### src/rtl/rht_pkg.sv
// Shared types and constants for the refcounted handle table.
// No dependencies.
package rht_pkg;

  localparam int SLOTS      = 64;
  localparam int COUNT_BITS = 16;
  localparam int HANDLE_W   = 6;
  localparam int PAGES_W    = 16;
  localparam int OWNERS_W   = 16;
  localparam int MAX_HANDLES = 1 << HANDLE_W;
  localparam int USABLE     = (SLOTS < MAX_HANDLES) ? SLOTS : MAX_HANDLES;
  localparam int SLOT_W     = (USABLE > 1) ? $clog2(USABLE) : 1;

  typedef logic [COUNT_BITS-1:0] count_t;
  typedef logic [SLOT_W-1:0]     slot_t;

  localparam count_t COUNT_MAX = '1;

  typedef enum logic [1:0] {
    OP_CREATE  = 2'd0,
    OP_RETAIN  = 2'd1,
    OP_RELEASE = 2'd2,
    OP_QUERY   = 2'd3
  } op_t;

  typedef enum logic [2:0] {
    ST_OK         = 3'd0,
    ST_ZERO_PAGES = 3'd1,
    ST_FULL       = 3'd2,
    ST_RANGE      = 3'd3,
    ST_DEAD       = 3'd4,
    ST_SAT        = 3'd5
  } status_t;

  typedef enum logic [1:0] {
    S_IDLE,
    S_FIND,
    S_READ,
    S_EXEC
  } state_t;

  // Controller to datapath commands, one step per bit.
  typedef struct packed {
    logic latch;
    logic find;
    logic read;
    logic exec;
  } cmd_t;

  function automatic logic [OWNERS_W-1:0] to_owners(input count_t c);
    return OWNERS_W'(c);
  endfunction

endpackage

### src/rtl/rht_ctrl.sv
// Sequencing state machine for the refcounted handle table.
// Depends on rht_pkg.
module rht_ctrl import rht_pkg::*; (
  input  logic clk,
  input  logic rst,
  input  logic start,
  output logic busy,
  output logic done,
  output cmd_t cmd
);

  state_t state, state_next;

  always_ff @(posedge clk) begin
    if (rst) begin
      state <= S_IDLE;
      done  <= 1'b0;
    end else begin
      state <= state_next;
      done  <= cmd.exec;
    end
  end

  always_comb begin
    state_next = state;
    cmd        = '0;
    busy       = 1'b1;
    case (state)
      S_IDLE: begin
        busy = 1'b0;
        if (start) begin
          cmd.latch  = 1'b1;
          state_next = S_FIND;
        end
      end
      S_FIND: begin
        cmd.find   = 1'b1;
        state_next = S_READ;
      end
      S_READ: begin
        cmd.read   = 1'b1;
        state_next = S_EXEC;
      end
      S_EXEC: begin
        cmd.exec   = 1'b1;
        state_next = S_IDLE;
      end
      default: state_next = S_IDLE;
    endcase
  end

endmodule

### src/rtl/rht_dpath.sv
// Datapath: owner-count memory, live map, free-slot encoder and result registers.
// Depends on rht_pkg; driven by rht_ctrl commands.
module rht_dpath import rht_pkg::*; (
  input  logic                clk,
  input  logic                rst,
  input  cmd_t                cmd,
  input  logic [1:0]          operation,
  input  logic [HANDLE_W-1:0] handle,
  input  logic [PAGES_W-1:0]  page_count,
  output logic [2:0]          status,
  output logic [HANDLE_W-1:0] handle_out,
  output logic                freed,
  output logic [OWNERS_W-1:0] owners
);

  count_t              mem [USABLE];
  logic [USABLE-1:0]   live;

  op_t                 op_q;
  logic [HANDLE_W-1:0] handle_q;
  logic                zero_pages_q;
  logic                in_range_q;
  slot_t               slot;
  logic                found;
  count_t              rd_data;

  slot_t               free_idx;
  logic                free_any;

  count_t              cur;
  count_t              wr_data;
  logic                we;
  status_t             st_next;
  logic [HANDLE_W-1:0] h_next;
  logic                freed_next;
  logic [OWNERS_W-1:0] owners_next;

  // Lowest clear bit of the live map.
  always_comb begin
    free_idx = '0;
    free_any = 1'b0;
    for (int i = USABLE - 1; i >= 0; i--) begin
      if (!live[i]) begin
        free_idx = SLOT_W'(i);
        free_any = 1'b1;
      end
    end
  end

  always_ff @(posedge clk) begin
    if (cmd.latch) begin
      op_q         <= op_t'(operation);
      handle_q     <= handle;
      zero_pages_q <= (page_count == '0);
      in_range_q   <= ((HANDLE_W + 1)'(handle) < (HANDLE_W + 1)'(USABLE));
    end
    if (cmd.find) begin
      slot  <= (op_q == OP_CREATE) ? free_idx : handle_q[SLOT_W-1:0];
      found <= free_any;
    end
    if (cmd.read) begin
      rd_data <= mem[slot];
    end
  end

  always_comb begin
    cur         = (in_range_q && live[slot]) ? rd_data : '0;
    wr_data     = cur;
    we          = 1'b0;
    st_next     = ST_OK;
    h_next      = handle_q;
    freed_next  = 1'b0;
    owners_next = '0;
    case (op_q)
      OP_CREATE: begin
        h_next = '0;
        if (zero_pages_q) begin
          st_next = ST_ZERO_PAGES;
        end else if (!found) begin
          st_next = ST_FULL;
        end else begin
          we          = 1'b1;
          wr_data     = count_t'(1);
          h_next      = HANDLE_W'(slot);
          owners_next = to_owners(count_t'(1));
        end
      end
      OP_QUERY: begin
        owners_next = to_owners(cur);
      end
      OP_RETAIN, OP_RELEASE: begin
        if (!in_range_q) begin
          st_next = ST_RANGE;
        end else if (cur == '0) begin
          st_next = ST_DEAD;
        end else if (op_q == OP_RETAIN) begin
          if (cur == COUNT_MAX) begin
            st_next     = ST_SAT;
            owners_next = to_owners(cur);
          end else begin
            we          = 1'b1;
            wr_data     = cur + count_t'(1);
            owners_next = to_owners(wr_data);
          end
        end else begin
          we          = 1'b1;
          wr_data     = cur - count_t'(1);
          freed_next  = (wr_data == '0);
          owners_next = to_owners(wr_data);
        end
      end
      default: st_next = ST_OK;
    endcase
  end

  always_ff @(posedge clk) begin
    if (cmd.exec && we) begin
      mem[slot] <= wr_data;
    end
  end

  always_ff @(posedge clk) begin
    if (rst) begin
      live <= '0;
    end else if (cmd.exec && we) begin
      live[slot] <= (wr_data != '0);
    end
  end

  always_ff @(posedge clk) begin
    if (cmd.exec) begin
      status     <= st_next;
      handle_out <= h_next;
      freed      <= freed_next;
      owners     <= owners_next;
    end
  end

endmodule

### src/rtl/refcounted_handle_table.sv
// Refcounted handle table: create, retain and release of shared-buffer slots, each
// holding an owner count. An operation is taken when start is high and busy is low;
// its result appears with done, registered from the update step, and is shown for one
// cycle only; the receiver cannot stall it. Busy stays high through the steps of
// the sequencer (free-slot pick, owner-count memory read, update and write back),
// so no operation is taken while one is in flight, and the next start is taken in the
// same cycle that done is shown. All counts read as zero right after reset.
module refcounted_handle_table import rht_pkg::*; (
  input  logic                clk,
  input  logic                rst,
  input  logic                start,
  output logic                busy,
  output logic                done,
  input  logic [1:0]          operation,
  input  logic [HANDLE_W-1:0] handle,
  input  logic [PAGES_W-1:0]  page_count,
  output logic [2:0]          status,
  output logic [HANDLE_W-1:0] handle_out,
  output logic                freed,
  output logic [OWNERS_W-1:0] owners
);

  cmd_t cmd;

  rht_ctrl u_ctrl (
    .clk   (clk),
    .rst   (rst),
    .start (start),
    .busy  (busy),
    .done  (done),
    .cmd   (cmd)
  );

  rht_dpath u_dpath (
    .clk        (clk),
    .rst        (rst),
    .cmd        (cmd),
    .operation  (operation),
    .handle     (handle),
    .page_count (page_count),
    .status     (status),
    .handle_out (handle_out),
    .freed      (freed),
    .owners     (owners)
  );

endmodule

### config.mk
export PLATFORM = sky130hd
export DESIGN_NAME = refcounted_handle_table
export DESIGN_NICKNAME = d
export VERILOG_FILES = /design/src/rtl/rht_pkg.sv /design/src/rtl/rht_ctrl.sv /design/src/rtl/rht_dpath.sv /design/src/rtl/refcounted_handle_table.sv
export SDC_FILE = /design/constraint.sdc
export NUM_CORES = 1
export LEC_CHECK = 0
export ABC_AREA = 1
export BUFFER_PORTS_ARGS = -buffer_cell sky130_fd_sc_hd__buf_4
export CORE_MARGIN = 3
export CORE_UTILIZATION = 55
export DETAILED_ROUTE_END_ITERATION = 6
export PLACE_DENSITY = 0.73
export RECOVER_POWER = 100
export SKIP_CTS_REPAIR_TIMING = 1
export SLEW_MARGIN = 10
export SYNTH_ARGS = -nofsm -noshare
export SYNTH_HDL_FRONTEND = slang
export SYNTH_SLANG_ARGS = --single-unit
### constraint.sdc
create_clock -name clk -period 6.95 [get_ports clk]
set_clock_uncertainty 0.15 [all_clocks]
set_input_delay 0.695 -clock clk [delete_from_list [all_inputs] [get_ports clk]]
set_output_delay 0.695 -clock clk [all_outputs]
set_load 0.005 [all_outputs]
==> results.sh, run 1 <==
export IMPL_antenna_left=0
export IMPL_hold_path_class="in -> reg"
export IMPL_synth_async_sr_flop_share_pct=0
export IMPL_ys_seq_area_share_pct=75.7
export IMPL_path_delay_family="buffers and inverters"
export IMPL_cp_max_fo=64
export IMPL_final_hold_viol_count=0
export IMPL_setup_tns_ns=0
export IMPL_start_util_pct=56.0
export IMPL_tightest_slew_ns=2.92
export IMPL_synthCells=3188
export IMPL_cts_htree_levels=3
export IMPL_drc=0
export IMPL_syn_area_um2=44700
export IMPL_power_leakage_nw=15.0
export IMPL_synth_edf_count=1082
export IMPL_grt_max_degree=85
export IMPL_worst_path_max_delay_cell="clkbuf_2"
export IMPL_crit_path_end_kind="flip-flop"
export IMPL_cts_tree="yes"
export IMPL_seq_power_share_pct=45.0
export IMPL_antenna_found_initial=7
export IMPL_netlist_top_cells_area="edfxtp_1 (73%), nand2_1 (5.0%), dfxtp_1 (3.0%), a221oi_1 (2.6%), a22oi_1 (2.5%)"
export IMPL_cts_buffers=110
export IMPL_cts_root_buffer="clkbuf_16"
export IMPL_rows=103
export IMPL_synth_warnings=0
export IMPL_drtPass1Iterations=6
export IMPL_vias_per_cell=6.50
export IMPL_grt_pass1_vias=28300
export IMPL_drt_iter0_markers=3553
export IMPL_vias=29000
export IMPL_netlist_cell_type_count=49
export IMPL_cellPowerDensity_nw_per_um2=341
export IMPL_whs_ns=0.0698
export IMPL_cts_buffer_depth=3
export IMPL_avgSynthCellArea_um2=14.0
export IMPL_violations="max-capacitance violations, max-slew violations"
export IMPL_grt_pass1_wl_um=189000
export IMPL_outcome="finished, violations left"
export IMPL_drv_slew=309
export IMPL_final_nets=3362
export IMPL_p_switching_mw=5.10
export IMPL_max_stage_delay_ns=1.18
export IMPL_hp_start="operation[0]"
export IMPL_buffer_ports_inserted=54
export IMPL_final_min_clock_period_ns=6.52
export IMPL_drive_gt1_share_pct=11.0
export IMPL_routedWlPerCell_um=29.0
export IMPL_totalWireLength_um=130000
export IMPL_clkPwrFrac_pct=34.4
export IMPL_cp_required_ns=7.05
export IMPL_cts_clk_slew_worst_paths_ns=0.06
export IMPL_grt_remaining_overflow=0
export IMPL_fp_dieH_um=291
export IMPL_startpoint="u_dpath.slot[0]"
export IMPL_ioPinCount=55
export IMPL_synth_most_common_cell="edfxtp_1"
export IMPL_dieArea_um2=84700
export IMPL_syn_nets=3229
export IMPL_cap_viol_max_count=7
export IMPL_routabilityCongestion=1.03
export IMPL_dieWidth_um=291
export IMPL_cp_num_buf_inv=7
export IMPL_track_usage_pct=30.2
export IMPL_max_freq_ghz=0.153
export IMPL_synth_common_cells="edfxtp_1 (1082), nand2_1 (590), inv_1 (217), a22oi_1 (151), nand4_1 (143)"
export IMPL_dpl_hpwl_um=77200
export IMPL_crit_type="reg -> reg"
export IMPL_p_sw_share_pct=29.7
export IMPL_yosysTopAreaCell="edfxtp_1"
export IMPL_clk_latency_ns=0.69
export IMPL_ys_seq_elements=1149
export IMPL_clkSinkCount=1149
export IMPL_syn2layout_area_growth_pct=12.6
export IMPL_crit_top_cell="inv_1"
export IMPL_cp_arrival_ns=6.62
export IMPL_fillCellCount=5758
export IMPL_finalCritPeriodShare_pct=93.8
export IMPL_r2r_start="u_dpath.slot[0]"
export IMPL_startpoint_type="flip-flop"
export IMPL_internal_power_mw=12.1
export IMPL_ir_drop_mv=0.237
export IMPL_setup_viol=0
export IMPL_path_cells="inv_2, nor3_4, inv_1, o22ai_1, o41ai_1, nand2_1, nor4_4, inv_2, nand2_1, inv_1, nor3_1, nand4_1, nor2_1, inv_1, o21ai_0, inv_1, o22ai_4, clkbuf_2"
export IMPL_synth_main_ff_cell="edfxtp_1"
export IMPL_slew_limit_headroom_pct=-94.5
export IMPL_coreArea_um2=79800
export IMPL_pwr_share_comb_pct=20.6
export IMPL_rsz0062_at_grt="false"
export IMPL_yosysTopAreaCellShare_pct=72.7
power groups by stage:
stage	sequential, mW	combinational (mW)	clock (mW)
after floorplan	7.84	1.95	0
after global placement	7.86	3.42	0
after detailed placement	7.87	3.48	0
after CTS	7.72	3.51	5.95
after global routing	7.73	3.73	6.25
final	7.72	3.54	5.90
layer usage:
layer	global-route usage [%]	vias to the layer above	share of wire, %
met4	14.5	0	5.3
li1	-	12400	-
met2	47.4	1846	47
met5	0	-	0
met3	6.93	337	11
met1	40.3	14400	37
path summary, 6_finish.rpt:
kind | endpoint | slack (ns) | depth (start not counted)
worst max-delay path | u_dpath.mem[33][1] | 0.43 | 18
worst min-delay path | u_dpath.op_q[0] | 0.07 | 1
worst max register to register | u_dpath.mem[33][1] | 0.43 | 18
worst min register to register | u_dpath.live[31] | 0.42 | 2
state kept, by name, indices dropped and copies added, names as in the netlist:
name and count:
u_dpath.mem 1024, u_dpath.live 64, u_dpath.owners 16, u_dpath.rd_data 16, u_dpath.handle_out 6, u_dpath.handle_q 6
u_dpath.slot 6, u_dpath.status 3, u_ctrl.state 2, u_dpath.op_q 2, u_ctrl.done 1, u_dpath.found 1
u_dpath.freed 1, u_dpath.zero_pages_q 1
cell type report:
type | instances | area (µm²) | area share (%)
inverters | 235 | 882 | 1.75
flip-flops and latches | 1149 | 33800 | 67.2
multi-input cells | 1649 | 9550 | 19.0
diodes | 3 | 7.51 | 0.0149
clock buffers | 141 | 2960 | 5.88
clock inverters | 65 | 646 | 1.28
repair buffers | 176 | 1130 | 2.24
well taps | 1050 | 1310 | 2.61
worst reg2reg max path: stages, from the launching register on:
cell	delay [ns]
edfxtp_1	0.54
inv_2	0.23
nor3_4	0.12
inv_1	0.26
o22ai_1	0.12
o41ai_1	0.35
nand2_1	0.16
nor4_4	0.40
inv_2	0.12
nand2_1	0.27
inv_1	0.13
nor3_1	0.44
nand4_1	0.15
nor2_1	0.36
inv_1	0.10
o21ai_0	0.39
inv_1	0.32
o22ai_4	0.24
clkbuf_2	1.18
placed cells by master (no fill, tap or decap), drive strengths merged, types with 31 or more instances in the layout:
cell type	count
a21oi	66
a221oi	135
a22o	109
a22oi	151
buf	62
clkbuf	255
clkinv	55
dfxtp	67
edfxtp	1082
inv	232
nand2	591
nand3	39
nand4	143
nor2	138
nor3	31
o21ai	88
o22ai	32
cell families after synthesis:
kind of cell               share of synthesized area [%]
AOI/OAI and AO/OA                                   10.8
xor gates and xnor gates                           0.333
adders and majority gates                          0.392
buffers and inverters                               3.36
DFF                                                 75.7
and+or+nand+nor                                     9.46
stage by stage:
| stage | setup WS [ns] | power (mW) | utilization [%] | cell area [µm²] | std cells |
|---|---|---|---|---|---|
| detailed placement | 0.522 | 11.3 | 59.1 | 47100 | 4259 |
| CTS | 0.557 | 17.2 | 63.6 | 50700 | 4465 |
| global route | 0.00654 | 17.7 | 63.1 | 50300 | 4465 |
| global placement | 0.729 | 11.3 | 59.1 | 47100 | 4259 |
| floorplan | 0.466 | 9.79 | - | 44700 | 3188 |
| finish | 0.428 | 17.2 | 63.1 | 50300 | 4468 |
Power figures use the tool's default switching activity.
==> run 2, diff against run 1 <==
--- a/config.mk
+++ b/config.mk
@@ -10,10 +10,11 @@
 export CORE_MARGIN = 3
 export CORE_UTILIZATION = 55
 export DETAILED_ROUTE_END_ITERATION = 6
-export PLACE_DENSITY = 0.73
+export PLACE_DENSITY = 0.7
 export RECOVER_POWER = 100
 export SKIP_CTS_REPAIR_TIMING = 1
-export SLEW_MARGIN = 10
+export SLEW_MARGIN = 20
 export SYNTH_ARGS = -nofsm -noshare
 export SYNTH_HDL_FRONTEND = slang
 export SYNTH_SLANG_ARGS = --single-unit
+export TNS_END_PERCENT = 5
==> constraint.sdc (replaced) <==
create_clock -name clk -period 7.9 [get_ports clk]
set_clock_uncertainty 0.15 [all_clocks]
set_input_delay 0.79 -clock clk [delete_from_list [all_inputs] [get_ports clk]]
set_output_delay 0.79 -clock clk [all_outputs]
set_load 0.005 [all_outputs]
==> run 2 against run 1 <==
The flow still finishes with violations (max-capacitance violations, max-slew violations). Fmax shrank 11%. Sequential share of layout area fell by 0.094 points. Final area is 0.14% higher. Critical path depth shrank 6. Largest cell class unchanged.
==> results.sh, run 2 (synthesized netlist as in run 1, its figures left out) <==
export IMPL_start_util_pct=56.0
export IMPL_fp_dieH_um=291
export IMPL_grt_max_degree=114
export IMPL_worst_slack_ns=0.578
export IMPL_crit_path_end_kind="flip-flop"
export IMPL_cp_required_ns=8.25
export IMPL_finalCritPeriodShare_pct=92.7
export IMPL_cp_max_fo=50
export IMPL_setup_viol=0
export IMPL_syn2layout_area_growth_pct=12.7
export IMPL_max_freq_ghz=0.137
export IMPL_pre_cts_ws_ns=0.893
export IMPL_largest_register="u_dpath.mem"
export IMPL_totalWireLength_um=131000
export IMPL_final_min_clock_period_ns=7.32
export IMPL_reg_top3="u_dpath.mem x1024, u_dpath.live x64"
export IMPL_placed_area_um2=47300
export IMPL_grt_pass1_vias=27600
export IMPL_final_common_cell="edfxtp_1"
export IMPL_cellPowerDensity_nw_per_um2=295
export IMPL_antenna_found_initial=4
export IMPL_track_usage_pct=30.4
export IMPL_rows=103
export IMPL_cts_buffers=112
export IMPL_dieWidth_um=291
export IMPL_vias_per_cell=6.49
export IMPL_grt_remaining_overflow=0
export IMPL_max_stage_delay_ns=2.34
export IMPL_cap_viol_max_count=9
export IMPL_crit_type="reg -> reg"
export IMPL_outcome="finished, violations left"
export IMPL_startpoint_type="flip-flop"
export IMPL_power_leakage_nw=15.0
export IMPL_path_cells="inv_1, nor3_2, clkbuf_2, clkbuf_2, clkbuf_1, a22o_1, a221oi_1, nand4_1, nand2_1, nand2_1, a221oi_1, nand2_1"
export IMPL_crit_top_cell="nand2_1"
export IMPL_dieArea_um2=84700
export IMPL_ir_drop_mv=0.222
export IMPL_hold_path_class="in -> reg"
export IMPL_routabilityCongestion=0.988
export IMPL_clk_latency_ns=0.70
export IMPL_buffer_ports_inserted=54
export IMPL_ioPinCount=55
export IMPL_tightest_slew_ns=3.20
export IMPL_rsz0062_at_grt="false"
export IMPL_worst_path_max_delay_cell="clkbuf_1"
export IMPL_drt_iter0_markers=3678
export IMPL_drc=0
export IMPL_design_area_um2=50400
export IMPL_slew_limit_headroom_pct=-113
export IMPL_cts_htree_levels=3
export IMPL_routedWlPerCell_um=29.2
export IMPL_violations="max-capacitance violations, max-slew violations"
export IMPL_setup_tns_ns=0
export IMPL_cts_tree="yes"
export IMPL_layout_common_cells="edfxtp_1 (1082), nand2_1 (590), inv_1 (220), a22oi_1 (151), nand4_1 (143)"
export IMPL_cp_num_buf_inv=4
export IMPL_drtPass1Iterations=7
export IMPL_coreArea_um2=79800
export IMPL_drv_slew=518
export IMPL_drive_gt1_share_pct=11.8
export IMPL_antenna_left=0
export IMPL_cts_buffer_depth=3
export IMPL_cp_arrival_ns=7.68
export IMPL_final_nets=3376
export IMPL_grt_pass1_wl_um=190000
export IMPL_final_hold_viol_count=0
export IMPL_largest_reg_flops=1024
export IMPL_vias=29100
export IMPL_clkSinkCount=1149
export IMPL_path_delay_family="buffers and inverters"
export IMPL_cts_clk_slew_worst_paths_ns=0.06
export IMPL_cts_root_buffer="clkbuf_16"
export IMPL_fillCellCount=5791
export IMPL_dpl_hpwl_um=78200
export IMPL_utilization_pct=63.2
## run 2: changes by cell type in the layout (fill, tap and decap cells not counted), sizes merged
cell,change
clkbuf,-37
buf,+35
clkinv,+15
bufinv,-3
diode,-2
## run 2: worst reg2reg max path: stages, from the launching register on
cell	delay [ns]
edfxtp_1	0.54
inv_1	0.24
nor3_2	0.27
clkbuf_2	0.92
clkbuf_2	1.24
clkbuf_1	2.36
a22o_1	0.40
a221oi_1	0.10
nand4_1	0.15
nand2_1	0.20
nand2_1	0.21
a221oi_1	0.12
nand2_1	0.25
## run 2: cell type report
type	instances	area, µm²	area share (%)
flip-flops and latches	1149	33800	67.1
diodes	1	2.50	0.00497
multi-input cells	1649	9590	19.0
well taps	1050	1310	2.61
clock buffers	127	2860	5.67
repair buffers	188	1280	2.54
inverters	235	882	1.75
clock inverters	77	636	1.26
## run 2: worst paths after layout
path	cells after the start	slack, ns	from	to
setup / recovery	12	0.58	u_dpath.slot[0]	u_dpath.rd_data[13]
hold reg to reg	2	0.42	u_ctrl.state[1]	u_ctrl.state[1]
hold / removal	1	0.14	operation[0]	u_dpath.op_q[0]
setup reg to reg	12	0.58	u_dpath.slot[0]	u_dpath.rd_data[13]
## run 2: metrics by stage
step / hold slack [ns] / std cells / total power, mW
global route: 0.109 / 4475 / 15.3
CTS: 0.0786 / 4473 / 14.9
detailed placement: 0.410 / 4269 / 9.87
finish: 0.139 / 4476 / 14.9
global placement: 0.379 / 4269 / 9.83
floorplan: 0.358 / 3188 / 8.61
## run 2: power by group
group          switching (mW)  total [mW]  internal (mW)
sequential             0.0559        6.80           6.74
clock                    2.27        5.07           2.80
combinational            2.06        2.99          0.929
total                    4.38        14.9           10.5
## run 2: layer usage
layer | routed length [µm] | track usage [%] | share of wire [%]
met5 | 25 | 0 | 0.019
met4 | 6330 | 13.0 | 4.8
met1 | 50500 | 42.4 | 39
met2 | 60900 | 47.7 | 47
met3 | 13100 | 5.39 | 10
